## src/rtl/pal_pkg.sv

```systemverilog
// Shared types and constants for the positional array list.
// Used by the interfaces, controller, datapath, top level and checker.
package pal_pkg;

  localparam int CAPACITY_DEF   = 64;
  localparam int WORD_WIDTH_DEF = 32;

  // fixed item field widths
  localparam int CMD_W = 2;
  localparam int POS_W = 7;
  localparam int VAL_W = 32;
  localparam int LEN_W = 7;
  localparam int ST_W  = 2;

  localparam logic [CMD_W-1:0] CMD_INSERT = 2'd0;
  localparam logic [CMD_W-1:0] CMD_DELETE = 2'd1;
  localparam logic [CMD_W-1:0] CMD_READ   = 2'd2;

  typedef enum logic [ST_W-1:0] {
    ST_OK      = 2'd0,
    ST_BAD_POS = 2'd1,
    ST_FULL    = 2'd2,
    ST_EMPTY   = 2'd3
  } status_t;

  // controller -> datapath
  typedef struct packed {
    logic load;        // capture request item
    logic start;       // set up shift index
    logic step;        // one shift step: read one entry, queue its write
    logic issue_read;  // read the addressed entry
    logic finish;      // commit and load the response register
  } pal_cmd_t;

  // datapath -> controller
  typedef struct packed {
    status_t code;
    logic    is_ins;
    logic    is_del;
    logic    is_rd;
    logic    more;     // shift steps remain
  } pal_stat_t;

endpackage

```

## src/rtl/pal_ifs.sv

```systemverilog
// Valid/ready channel interfaces for request and response items.
// Depends on pal_pkg for field widths.
interface pal_req_if;
  import pal_pkg::*;
  logic             valid;
  logic             ready;
  logic [CMD_W-1:0] command;
  logic [POS_W-1:0] position;
  logic [VAL_W-1:0] value;

  modport source (output valid, command, position, value, input ready);
  modport sink   (input valid, command, position, value, output ready);
endinterface

interface pal_rsp_if;
  import pal_pkg::*;
  logic             valid;
  logic             ready;
  logic [ST_W-1:0]  status;
  logic [VAL_W-1:0] read_value;
  logic [LEN_W-1:0] length;
  logic             is_empty;
  logic             is_full;

  modport source (output valid, status, read_value, length, is_empty, is_full, input ready);
  modport sink   (input valid, status, read_value, length, is_empty, is_full, output ready);
endinterface

```

## src/rtl/positional_array_list.sv

```systemverilog
// Positional array list: ordered word store with insert/delete/read by position.
// Each item is checked; an insert or delete then moves one entry per cycle through
// the single-write, single-read entry memory before the response register is loaded.
// The next item is taken once the controller is back in idle.
// Reset (rst, synchronous): list empty, controller idle, no response pending.
// Depends on pal_pkg, pal_ifs, pal_ctrl and pal_dpath.
module positional_array_list #(
  parameter int CAPACITY   = pal_pkg::CAPACITY_DEF,
  parameter int WORD_WIDTH = pal_pkg::WORD_WIDTH_DEF
) (
  input  logic       clk,
  input  logic       rst,
  pal_req_if.sink    req,
  pal_rsp_if.source  rsp
);
  import pal_pkg::*;

  pal_cmd_t  cmd;
  pal_stat_t stat;

  // Controller: sequences accept -> check -> shift steps -> finish.
  // The response register is loaded in finish; a new item can be accepted
  // while the previous response still waits, finish holds until it drains.
  pal_ctrl u_ctrl (
    .clk       (clk),
    .rst       (rst),
    .req_valid (req.valid),
    .req_ready (req.ready),
    .rsp_valid (rsp.valid),
    .rsp_ready (rsp.ready),
    .stat      (stat),
    .cmd       (cmd)
  );

  // Datapath: entry memory is shifted one entry per step, reading the next
  // source entry while writing the one read the step before.
  pal_dpath #(
    .CAPACITY   (CAPACITY),
    .WORD_WIDTH (WORD_WIDTH)
  ) u_dpath (
    .clk        (clk),
    .rst        (rst),
    .cmd        (cmd),
    .stat       (stat),
    .command    (req.command),
    .position   (req.position),
    .value      (req.value),
    .status     (rsp.status),
    .read_value (rsp.read_value),
    .length     (rsp.length),
    .is_empty   (rsp.is_empty),
    .is_full    (rsp.is_full)
  );

endmodule

```

## src/rtl/pal_ctrl.sv

```systemverilog
// Controller state machine for the positional array list.
// Depends on pal_pkg; drives pal_dpath through pal_cmd_t.
module pal_ctrl (
  input  logic                clk,
  input  logic                rst,
  input  logic                req_valid,
  output logic                req_ready,
  output logic                rsp_valid,
  input  logic                rsp_ready,
  input  pal_pkg::pal_stat_t  stat,
  output pal_pkg::pal_cmd_t   cmd
);
  import pal_pkg::*;

  typedef enum logic [1:0] {
    S_IDLE,
    S_CHECK,
    S_MOVE,
    S_FIN
  } state_t;

  state_t state;
  logic   ok;

  assign ok        = (stat.code == ST_OK);
  assign req_ready = (state == S_IDLE);

  always_comb begin
    cmd = '0;
    case (state)
      S_IDLE:  cmd.load = req_valid;
      S_CHECK: begin
        cmd.start      = ok && (stat.is_ins || stat.is_del);
        cmd.issue_read = ok && stat.is_rd;
      end
      S_MOVE:  cmd.step = stat.more;
      S_FIN:   cmd.finish = !rsp_valid || rsp_ready;
      default: cmd = '0;
    endcase
  end

  always_ff @(posedge clk) begin
    if (rst) begin
      state     <= S_IDLE;
      rsp_valid <= 1'b0;
    end else begin
      // a new response replaces one that drains at the same edge
      if (cmd.finish) rsp_valid <= 1'b1;
      else if (rsp_ready) rsp_valid <= 1'b0;
      case (state)
        S_IDLE: begin
          if (req_valid) state <= S_CHECK;
        end
        S_CHECK: begin
          if (ok && (stat.is_ins || stat.is_del)) state <= S_MOVE;
          else state <= S_FIN;
        end
        S_MOVE: begin
          if (!stat.more) state <= S_FIN;  // last queued write lands this cycle
        end
        S_FIN: begin
          if (cmd.finish) state <= S_IDLE;
        end
        default: state <= S_IDLE;
      endcase
    end
  end

endmodule

```

## src/rtl/pal_dpath.sv

```systemverilog
// Datapath for the positional array list: entry memory, count, shift
// index, status decode and response register. Depends on pal_pkg.
module pal_dpath #(
  parameter int CAPACITY   = pal_pkg::CAPACITY_DEF,
  parameter int WORD_WIDTH = pal_pkg::WORD_WIDTH_DEF
) (
  input  logic                       clk,
  input  logic                       rst,
  input  pal_pkg::pal_cmd_t          cmd,
  output pal_pkg::pal_stat_t         stat,
  input  logic [pal_pkg::CMD_W-1:0]  command,
  input  logic [pal_pkg::POS_W-1:0]  position,
  input  logic [pal_pkg::VAL_W-1:0]  value,
  output logic [pal_pkg::ST_W-1:0]   status,
  output logic [pal_pkg::VAL_W-1:0]  read_value,
  output logic [pal_pkg::LEN_W-1:0]  length,
  output logic                       is_empty,
  output logic                       is_full
);
  import pal_pkg::*;

  localparam int CNT_W  = $clog2(CAPACITY + 1);
  localparam int ADDR_W = $clog2(CAPACITY);
  localparam int CMP_W  = ((CNT_W > POS_W) ? CNT_W : POS_W) + 1;

  logic [CMD_W-1:0]      op;
  logic [POS_W-1:0]      pos;
  logic [VAL_W-1:0]      val;
  logic [CNT_W-1:0]      cnt;
  logic [CNT_W-1:0]      cnt_next;
  logic [CNT_W-1:0]      idx;
  logic                  wpend;
  logic [ADDR_W-1:0]     waddr;
  logic [WORD_WIDTH-1:0] mem [CAPACITY];
  logic [WORD_WIDTH-1:0] rdata;

  logic [CMP_W-1:0]            pe, ce, ie, pos_m1;
  logic [CNT_W-1:0]            idx_m1, idx_p1;
  logic [ADDR_W-1:0]           raddr, wa;
  logic [WORD_WIDTH-1:0]       wd, wval;
  logic [WORD_WIDTH+VAL_W-1:0] val_ext, rd_ext;
  logic                        we, re, is_ins, is_del, is_rd, ok;
  status_t                     code;

  assign pe     = CMP_W'(pos);
  assign ce     = CMP_W'(cnt);
  assign ie     = CMP_W'(idx);
  assign pos_m1 = pe - CMP_W'(1);
  assign idx_m1 = idx - CNT_W'(1);
  assign idx_p1 = idx + CNT_W'(1);

  assign is_ins = (op == CMD_INSERT);
  assign is_del = (op == CMD_DELETE);
  assign is_rd  = (op == CMD_READ);

  always_comb begin
    case (op)
      CMD_INSERT: begin
        if (pe == '0 || pe > ce + CMP_W'(1)) code = ST_BAD_POS;
        else if (cnt == CNT_W'(CAPACITY))    code = ST_FULL;
        else                                 code = ST_OK;
      end
      CMD_DELETE: begin
        if (cnt == '0)                 code = ST_EMPTY;
        else if (pe == '0 || pe > ce)  code = ST_BAD_POS;
        else                           code = ST_OK;
      end
      CMD_READ: begin
        if (pe == '0 || pe > ce) code = ST_BAD_POS;
        else                     code = ST_OK;
      end
      default: code = ST_BAD_POS;
    endcase
  end

  assign ok = (code == ST_OK);

  // insert walks idx down from count to pos, delete walks it up to count
  assign stat.code   = code;
  assign stat.is_ins = is_ins;
  assign stat.is_del = is_del;
  assign stat.is_rd  = is_rd;
  assign stat.more   = is_ins ? (ie >= pe) : (ie < ce);

  assign val_ext = {{WORD_WIDTH{1'b0}}, val};
  assign wval    = val_ext[WORD_WIDTH-1:0];
  assign rd_ext  = {{VAL_W{1'b0}}, rdata};

  assign re    = cmd.step || cmd.issue_read;
  assign raddr = cmd.step ? (is_ins ? idx_m1[ADDR_W-1:0] : idx[ADDR_W-1:0])
                          : pos_m1[ADDR_W-1:0];
  assign we    = wpend || (cmd.finish && is_ins && ok);
  assign wa    = wpend ? waddr : pos_m1[ADDR_W-1:0];
  assign wd    = wpend ? rdata : wval;

  always_comb begin
    cnt_next = cnt;
    if (ok && is_ins)      cnt_next = cnt + CNT_W'(1);
    else if (ok && is_del) cnt_next = cnt - CNT_W'(1);
  end

  always_ff @(posedge clk) begin
    if (rst) begin
      cnt   <= '0;
      wpend <= 1'b0;
    end else begin
      wpend <= cmd.step;
      if (cmd.finish) cnt <= cnt_next;
    end
  end

  always_ff @(posedge clk) begin
    if (cmd.load) begin
      op  <= command;
      pos <= position;
      val <= value;
    end
    if (cmd.start) idx <= is_ins ? cnt : pe[CNT_W-1:0];
    else if (cmd.step) idx <= is_ins ? idx_m1 : idx_p1;
    if (cmd.step) waddr <= is_ins ? idx[ADDR_W-1:0] : idx_m1[ADDR_W-1:0];
    if (cmd.finish) begin
      status     <= code;
      read_value <= (is_rd && ok) ? rd_ext[VAL_W-1:0] : '0;
      length     <= LEN_W'(cnt_next);
      is_empty   <= (cnt_next == '0);
      is_full    <= (cnt_next == CNT_W'(CAPACITY));
    end
  end

  // one write and one registered read per cycle; never the same address
  always_ff @(posedge clk) begin
    if (we) mem[wa] <= wd;
    if (re) rdata <= mem[raddr];
  end

endmodule

```

## src/flat_wrapper.sv

```systemverilog
// flat-port wrapper written by rule: the top's interface ports become plain ports
module positional_array_list_flat import pal_pkg::*;
#(
  parameter int CAPACITY   = pal_pkg::CAPACITY_DEF,
  parameter int WORD_WIDTH = pal_pkg::WORD_WIDTH_DEF
)
  (clk, rst, req_valid, req_command, req_position, req_value, req_ready, rsp_valid, rsp_status, rsp_read_value, rsp_length, rsp_is_empty, rsp_is_full, rsp_ready);
  pal_req_if req_i ();
  pal_rsp_if rsp_i ();
  input  logic clk;
  input  logic rst;
  input wire logic [$bits(req_i.valid)-1:0] req_valid;
  input wire logic [$bits(req_i.command)-1:0] req_command;
  input wire logic [$bits(req_i.position)-1:0] req_position;
  input wire logic [$bits(req_i.value)-1:0] req_value;
  output wire logic [$bits(req_i.ready)-1:0] req_ready;
  output wire logic [$bits(rsp_i.valid)-1:0] rsp_valid;
  output wire logic [$bits(rsp_i.status)-1:0] rsp_status;
  output wire logic [$bits(rsp_i.read_value)-1:0] rsp_read_value;
  output wire logic [$bits(rsp_i.length)-1:0] rsp_length;
  output wire logic [$bits(rsp_i.is_empty)-1:0] rsp_is_empty;
  output wire logic [$bits(rsp_i.is_full)-1:0] rsp_is_full;
  input wire logic [$bits(rsp_i.ready)-1:0] rsp_ready;
  assign req_i.valid = req_valid;
  assign req_i.command = req_command;
  assign req_i.position = req_position;
  assign req_i.value = req_value;
  assign req_ready = req_i.ready;
  assign rsp_valid = rsp_i.valid;
  assign rsp_status = rsp_i.status;
  assign rsp_read_value = rsp_i.read_value;
  assign rsp_length = rsp_i.length;
  assign rsp_is_empty = rsp_i.is_empty;
  assign rsp_is_full = rsp_i.is_full;
  assign rsp_i.ready = rsp_ready;
  positional_array_list #(.CAPACITY(CAPACITY), .WORD_WIDTH(WORD_WIDTH)) u_core (.clk(clk), .rst(rst), .req(req_i), .rsp(rsp_i));
endmodule
```

## config.mk

```make
export PLATFORM = sky130hd
export DESIGN_NAME = positional_array_list_flat
export DESIGN_NICKNAME = d
export VERILOG_FILES = /design/src/rtl/pal_pkg.sv /design/src/rtl/pal_ifs.sv /design/src/rtl/positional_array_list.sv /design/src/rtl/pal_ctrl.sv /design/src/rtl/pal_dpath.sv /design/src/flat_wrapper.sv
export SDC_FILE = /design/constraint.sdc
export NUM_CORES = 2
export LEC_CHECK = 0
export BUFFER_PORTS_ARGS = -buffer_cell sky130_fd_sc_hd__buf_2
export CAP_MARGIN = 20
export CORE_ASPECT_RATIO = 0.9
export CORE_MARGIN = 2
export CORE_UTILIZATION = 40
export DETAILED_ROUTE_END_ITERATION = 10
export REMOVE_ABC_BUFFERS = 1
export SKIP_CTS_REPAIR_TIMING = 1
export SYNTH_ARGS = -nofsm -noshare
export SYNTH_HDL_FRONTEND = slang
export SYNTH_SLANG_ARGS = --single-unit
```

## constraint.sdc

```tcl
create_clock -name clk -period 11 [get_ports clk]
set_clock_uncertainty 0.1 [all_clocks]
set_input_delay 1.65 -clock clk [delete_from_list [all_inputs] [get_ports clk]]
set_output_delay 1.65 -clock clk [all_outputs]
set_load 0.01 [all_outputs]
```

# Word level (Yosys, flattened, before mapping)
# Memory sizes are Yosys's and may differ from the RTL's. A register that Yosys moved wholly into a read port is not among the register bits.
# Index checks and enable logic that the tools add are counted.
totals:
  reg_bits: 108
  ram_bits: 2048
  in_bits: 45
  out_inout_bits: 45
  elab_cells: 88
  n_memories: 1
classes:
  n_addsub: 6
  order_cmp: 4
  n_eq_ne: 10
  mux: 31
  reduce_logical: 22
memory_table:
  columns: ["name", "words", "word_bits", "read_ports", "rd_clocked_by_memory_dff", "wr", "line", "source"]
  rows:
  - ["u_core.u_dpath.mem", 64, 32, 1, 1, 1, "pal_dpath.sv:34", "logic [WORD_WIDTH-1:0] mem [CAPACITY];"]
ops:
  columns: ["operator", "count"]
  rows:
  - ["$mux 7", 6]
  - ["$mux 32", 1]
  - ["$mux 6", 4]
  - ["$add 7x1->7 const B", 2]
  - ["$eq 7x7->1 const B", 2]
  - ["$logic_not 7->1", 2]
  - ["$sub 7x1->7 const B", 2]
  - ["$mux 1", 12]
  - ["$mux 2", 6]
  - ["$add 7x1->8 const B", 1]
  - ["$gt 7x8->1", 1]
  - ["$logic_not 8->1", 1]
  - ["$pmux 2 s4", 1]
  - ["$ge 7x7->1", 1]
  - ["$gt 7x7->1", 1]
  - ["$lt 7x7->1", 1]
  - ["$eq 2x2->1 const B", 3]
  - ["$logic_and 1x1->1", 6]
  - ["$logic_not 2->1", 3]
  - ["$logic_or 1x1->1", 6]
  - ["$ne 2x2->1 const B", 3]
  - ["$pmux 2 s3", 1]
  - ["$sub 6x1->6 const B", 1]
  - ["$eq 2x1->1 const B", 2]
  - ["3 further kinds", 4]

# Longest topological paths before layout
depth:
  ltp_word: 10
  depth_mapped: 18
  ltp_nobuf: 15

# By module
# Synthesis repeated with hierarchy kept, for this count alone.
hier_totals:
  cells_unflattened: 6146
  area_unflattened_um2: 87730.4
modules_own_cells:
  columns: ["module", "instances", "cells_per_inst", "area_each_um2", "seq_area_each_um2"]
  rows:
  - ["pal_dpath", 1, 6119, 87492.7, 65532.9]
  - ["pal_ctrl", 1, 27, 237.7, 60.1]

# Worst setup path after synthesis
# Ideal clock, no wire load.
synth_timing:
  path_kind: "input to register"
  startpoint: "input rsp_ready"
  endpoint: "memory u_core.u_dpath.mem[49][0] (netlist name), enable pin"
  arrival_time_ns: 5.562
  required_time_ns: 10.479
  slack_ns: 4.917
  stages: 7
  n_path_buf: 1
  cell_sequence: "nor2b_1 nor2b_1 clkbuf_1 a41o_1 nor2b_1 nand3_1 nor2_1"
synth_lines:
  columns: ["item", "line", "source"]
  rows:
  - ["start, declared", "flat_wrapper.sv:23", "input wire logic [$bits(rsp_i.ready)-1:0] rsp_ready;"]
  - ["end, declared", "pal_dpath.sv:34", null]

# Worst setup path in the final report
layout_timing:
  startpoint: "register u_core.u_dpath.cnt[4]"
  endpoint: "register u_core.u_dpath.rdata[22] (read register of u_core.u_dpath.mem) (data pin)"
layout_via:
  elab_chain_cells: 9
layout_lines:
  columns: ["item", "line", "source"]
  rows:
  - ["start, declared", "pal_dpath.sv:29", "logic [CNT_W-1:0] cnt;"]
  - ["start signal, assigned", "pal_dpath.sv:108", "if (cmd.finish) cnt <= cnt_next;"]
  - ["$add 7x1->8 or $gt 7x7->1 (tied branches)", "pal_dpath.sv:59, pal_dpath.sv:65, pal_dpath.sv:69", null]
  - ["$gt 7x8->1 or $logic_or 1x1->1 (tied branches)", "pal_dpath.sv:59, pal_dpath.sv:65, pal_dpath.sv:69", null]
  - ["$logic_or 1x1->1 or $mux 1 (tied branches)", "pal_dpath.sv:59, pal_dpath.sv:65, pal_dpath.sv:69", null]
  - ["$mux 2, on equally long branches", "pal_dpath.sv:59, pal_dpath.sv:64", null]
  - ["$pmux 2 s3", "pal_dpath.sv:57", "case (op)"]
  - ["$logic_not 2->1", "pal_ctrl.sv:25", "assign ok = (stat.code == ST_OK);"]
  - ["$logic_and 1x1->1", "pal_ctrl.sv:34", "cmd.issue_read = ok && stat.is_rd;"]
  - ["$mux 1", "pal_ctrl.sv:30", "case (state)"]
  - ["$logic_or 1x1->1", "pal_dpath.sv:89", "assign re = cmd.step || cmd.issue_read;"]
  - ["end, declared", "pal_dpath.sv:35", "logic [WORD_WIDTH-1:0] rdata;"]
# Several ways; a longest one is shown, not always the timed one.
# A chain may end at the register's enable or synchronous reset.

==> flow_metrics.tcl <==
set metrics [dict create \
    synth_edf_count 2177 \
    met1_length_mm 110 \
    grt_max_degree 141 \
    fin_crit_sh 0.620 \
    clock_path_buffers 3 \
    h-tree-depth 4 \
    wl_met2_mm 123 \
    startpoint_type "flop" \
    r2r_cells 15 \
    ant_nets 0 \
    core_um2 217000 \
    max_freq_mhz 147 \
    synth_top_area_share 0.750 \
    powerDensity_nw_per_um2 229 \
    clock_latency_ns 0.85 \
    cts.sinks 2188 \
    grt_pass1_wl_mm 378 \
    vias 54217 \
    topRoutingLayerUsed "met5" \
    relSlewSlack 0.152 \
    synthToLayoutAreaGrowth_pct 12.9 \
    grt_overflow 0 \
    setup_viol 0 \
    tightest_slew_ns 1.27 \
    crit_arrival_ns 7.38 \
    synth_area_leaders "edfxtp_1 75%, nand2_1 6.5%, mux2i_1 3.5%, nand3_1 2.9%, buf_2 1.0%" \
    whs_endpoint "u_core.u_dpath.read_value[22]$_SDFFCE_PP0P_" \
    drv_cap 0 \
    status "completed" \
    die_h_um 447 \
    path_max_fanout 48 \
    min_from "u_core.u_dpath.rdata[22]$_DFFE_PP_" \
    hold_path_depth 1 \
    ys_async_sr_fraction 0 \
    path_buf_inv 4 \
    yosysMostFrequentCell "edfxtp_1" \
    finalHoldViolations 0 \
    wl_met3_mm 27.4 \
    grt_pass1_vias 50794 \
    drc 0 \
    ios 90 \
    power.total_w 0.0226 \
    r2r_slack_ns 4.18 \
    synth_area_um2 87200 \
    grt_use_total 0.237 \
    reg2reg_to "u_core.u_dpath.rdata[22]$_DFFE_PP_" \
    rsz0062_at_grt "false" \
    critical-path-top-delay-family "buffers and inverters" \
    wl_per_cell_um 29.0 \
    synth_flop_cell "edfxtp_1" \
    dp_cells 8836 \
    critPathSlowestCell "a32oi_1" \
    hp-class "reg -> reg" \
    yosysUniqueCellTypes 75 \
    routabilityCongestion 0.835 \
    layout-drive-gt1-share 0.107 \
    synthTopCellsByCount "2177 x edfxtp_1, 1517 x nand2_1, 501 x nand3_1" \
    worstPathRequired_ns 11.56 \
    routed_wl_mm 268 \
    synth_top_area_cell "edfxtp_1" \
    worst_ir_drop_vdd_v 0.000242 \
    antenna_found_initial 23 \
    path_class "reg -> reg" \
    crit_chain "inv_1, ha_1, and3_1, a221o_1, a31oi_2, o211ai_4, inv_2, mux2i_4, buf_4, buf_4, mux2i_1, mux2i_1, o2111ai_1, a32oi_1, and3_1" \
    die_area_um2 222000 \
    tritoncts "done" \
    firstDrtPassIters 6 \
    ys_ff_latch 2188 \
    dp_hpwl_mm 143 \
    fp-row-count 162 \
    initial_core_util 0.402 \
    cts_buffers 216 \
    final_cells 9240 \
    ys_seq_area_frac 0.752 \
    power.leakage_nw 32.7 \
    synth_area_per_cell_um2 14.3 \
    max_stage_delay_ns 1.01 \
    synth_cells 6086 \
    port_buffers 89 \
    cts.clk_slew.worst_paths_ns 0.07 \
    period_needed_ns 6.82 \
    r2r_start "u_core.u_dpath.cnt[4]$_SDFFE_PP0P_" \
    drtIter0Drc 7687 \
    ys_warn_count 0 \
    root_buffer "clkbuf_16" \
    die_w_um 496 \
    worstSetupEndpointType "flop" \
    vias_per_cell 5.87 \
    slew_viol_final 0 \
    nets 6270 \
]
-- state kept, by name, summed over array words and instances, names as in the netlist, 7 cells and up --
signal                     count
u_core.u_dpath.read_value     32
u_core.u_dpath.mem          2048
u_core.u_dpath.idx             7
u_core.u_dpath.cnt             7
u_core.u_dpath.rdata          32
u_core.u_dpath.val            32
u_core.u_dpath.length          7
u_core.u_dpath.pos             7
-- layout make-up --
cell class | count | area [um^2]
Antenna cell | 6 | 15.0
Multi-Input combinational cell | 3476 | 20300
Inverter | 36 | 135
Clock buffer | 282 | 5770
Clock inverter | 113 | 850
Sequential cell | 2188 | 65600
Timing Repair Buffer | 269 | 2180
Tap cell | 2870 | 3590
Fill cell | 18759 | 118000
-- where the power goes --
group / total, W / leakage (nW) / switching, W / internal, W
combinational: 0.00570 / 9.73 / 0.00420 / 0.00150
clock: 0.00706 / 3.24 / 0.00313 / 0.00393
sequential: 0.00980 / 19.7 / 0.0000855 / 0.00971
total: 0.0226 / 32.7 / 0.00742 / 0.0151
-- routing by layer --
metal / vias up / GRT usage
li1: 23303 / -
met1: 27598 / 0.336
met2: 2882 / 0.367
met3: 424 / 0.0512
met4: 10 / 0.0660
met5: - / 0
-- how the worst max path moves through the flow --
stage | from | endpoint | slack, ns | cells after the start
floorplan | u_core.u_dpath.idx[5]$_DFFE_PP_ | u_core.u_dpath.rdata[10]$_DFFE_PP_ | -30.28 | 9
global placement | u_core.u_dpath.op[0]$_DFFE_PP_ | u_core.u_dpath.rdata[4]$_DFFE_PP_ | 2.92 | 13
detailed placement | u_core.u_dpath.cnt[4]$_SDFFE_PP0P_ | u_core.u_dpath.rdata[13]$_DFFE_PP_ | 4.16 | 15
CTS | u_core.u_dpath.cnt[4]$_SDFFE_PP0P_ | u_core.u_dpath.rdata[13]$_DFFE_PP_ | 4.12 | 15
global route | u_core.u_dpath.cnt[4]$_SDFFE_PP0P_ | u_core.u_dpath.rdata[22]$_DFFE_PP_ | 3.97 | 15
finish | u_core.u_dpath.cnt[4]$_SDFFE_PP0P_ | u_core.u_dpath.rdata[22]$_DFFE_PP_ | 4.18 | 15
-- worst reg2reg max path: stages (launching register included) --
cell and delay, ns:
dfxtp_1 0.46, inv_1 0.19, ha_1 0.32, and3_1 0.17
a221o_1 0.32, a31oi_2 0.26, o211ai_4 0.26, inv_2 0.62
mux2i_4 0.69, buf_4 0.59, buf_4 0.71, mux2i_1 0.18
mux2i_1 0.16, o2111ai_1 0.15, a32oi_1 1.01, and3_1 0.44
-- cell families after synthesis --
family	synth area share
DFF	0.752
AOI/OAI and AO/OA	0.0602
adders and majority gates	0.00545
muxes	0.0403
buffers and inverters	0.0224
xor gates and xnor gates	0.00281
and+or+nand+nor	0.116
-- stage by stage --
step | cell area [um^2] | hold WS, ns | TNS (ns) | worst slack [ns] | util
after floorplan | 85400 | 0.418 | -953.38 | -30.28 | -
after global placement | 91400 | 0.449 | 0 | 2.92 | 0.422
after detailed placement | 91800 | 0.437 | 0 | 4.16 | 0.423
after CTS | 98400 | 0.454 | 0 | 4.12 | 0.454
after global routing | 98400 | 0.486 | 0 | 3.97 | 0.454
final | 98400 | 0.454 | 0 | 4.18 | 0.454
-- layout by cell type, fill, tap and decap left out, types with 48 or more instances in the layout --
cell type,instances
a21oi_1,112
a31oi_1,133
a32o_1,68
a32oi_1,94
and3_1,59
buf_2,89
buf_4,148
clkbuf_1,60
clkbuf_16,221
clkinv_1,57
edfxtp_1,2177
mux2i_1,306
nand2_1,1514
nand3_1,501
nand4_1,83
nor2_4,65
o21ai_0,48
Note: power is estimated with default switching activity, not from simulation.
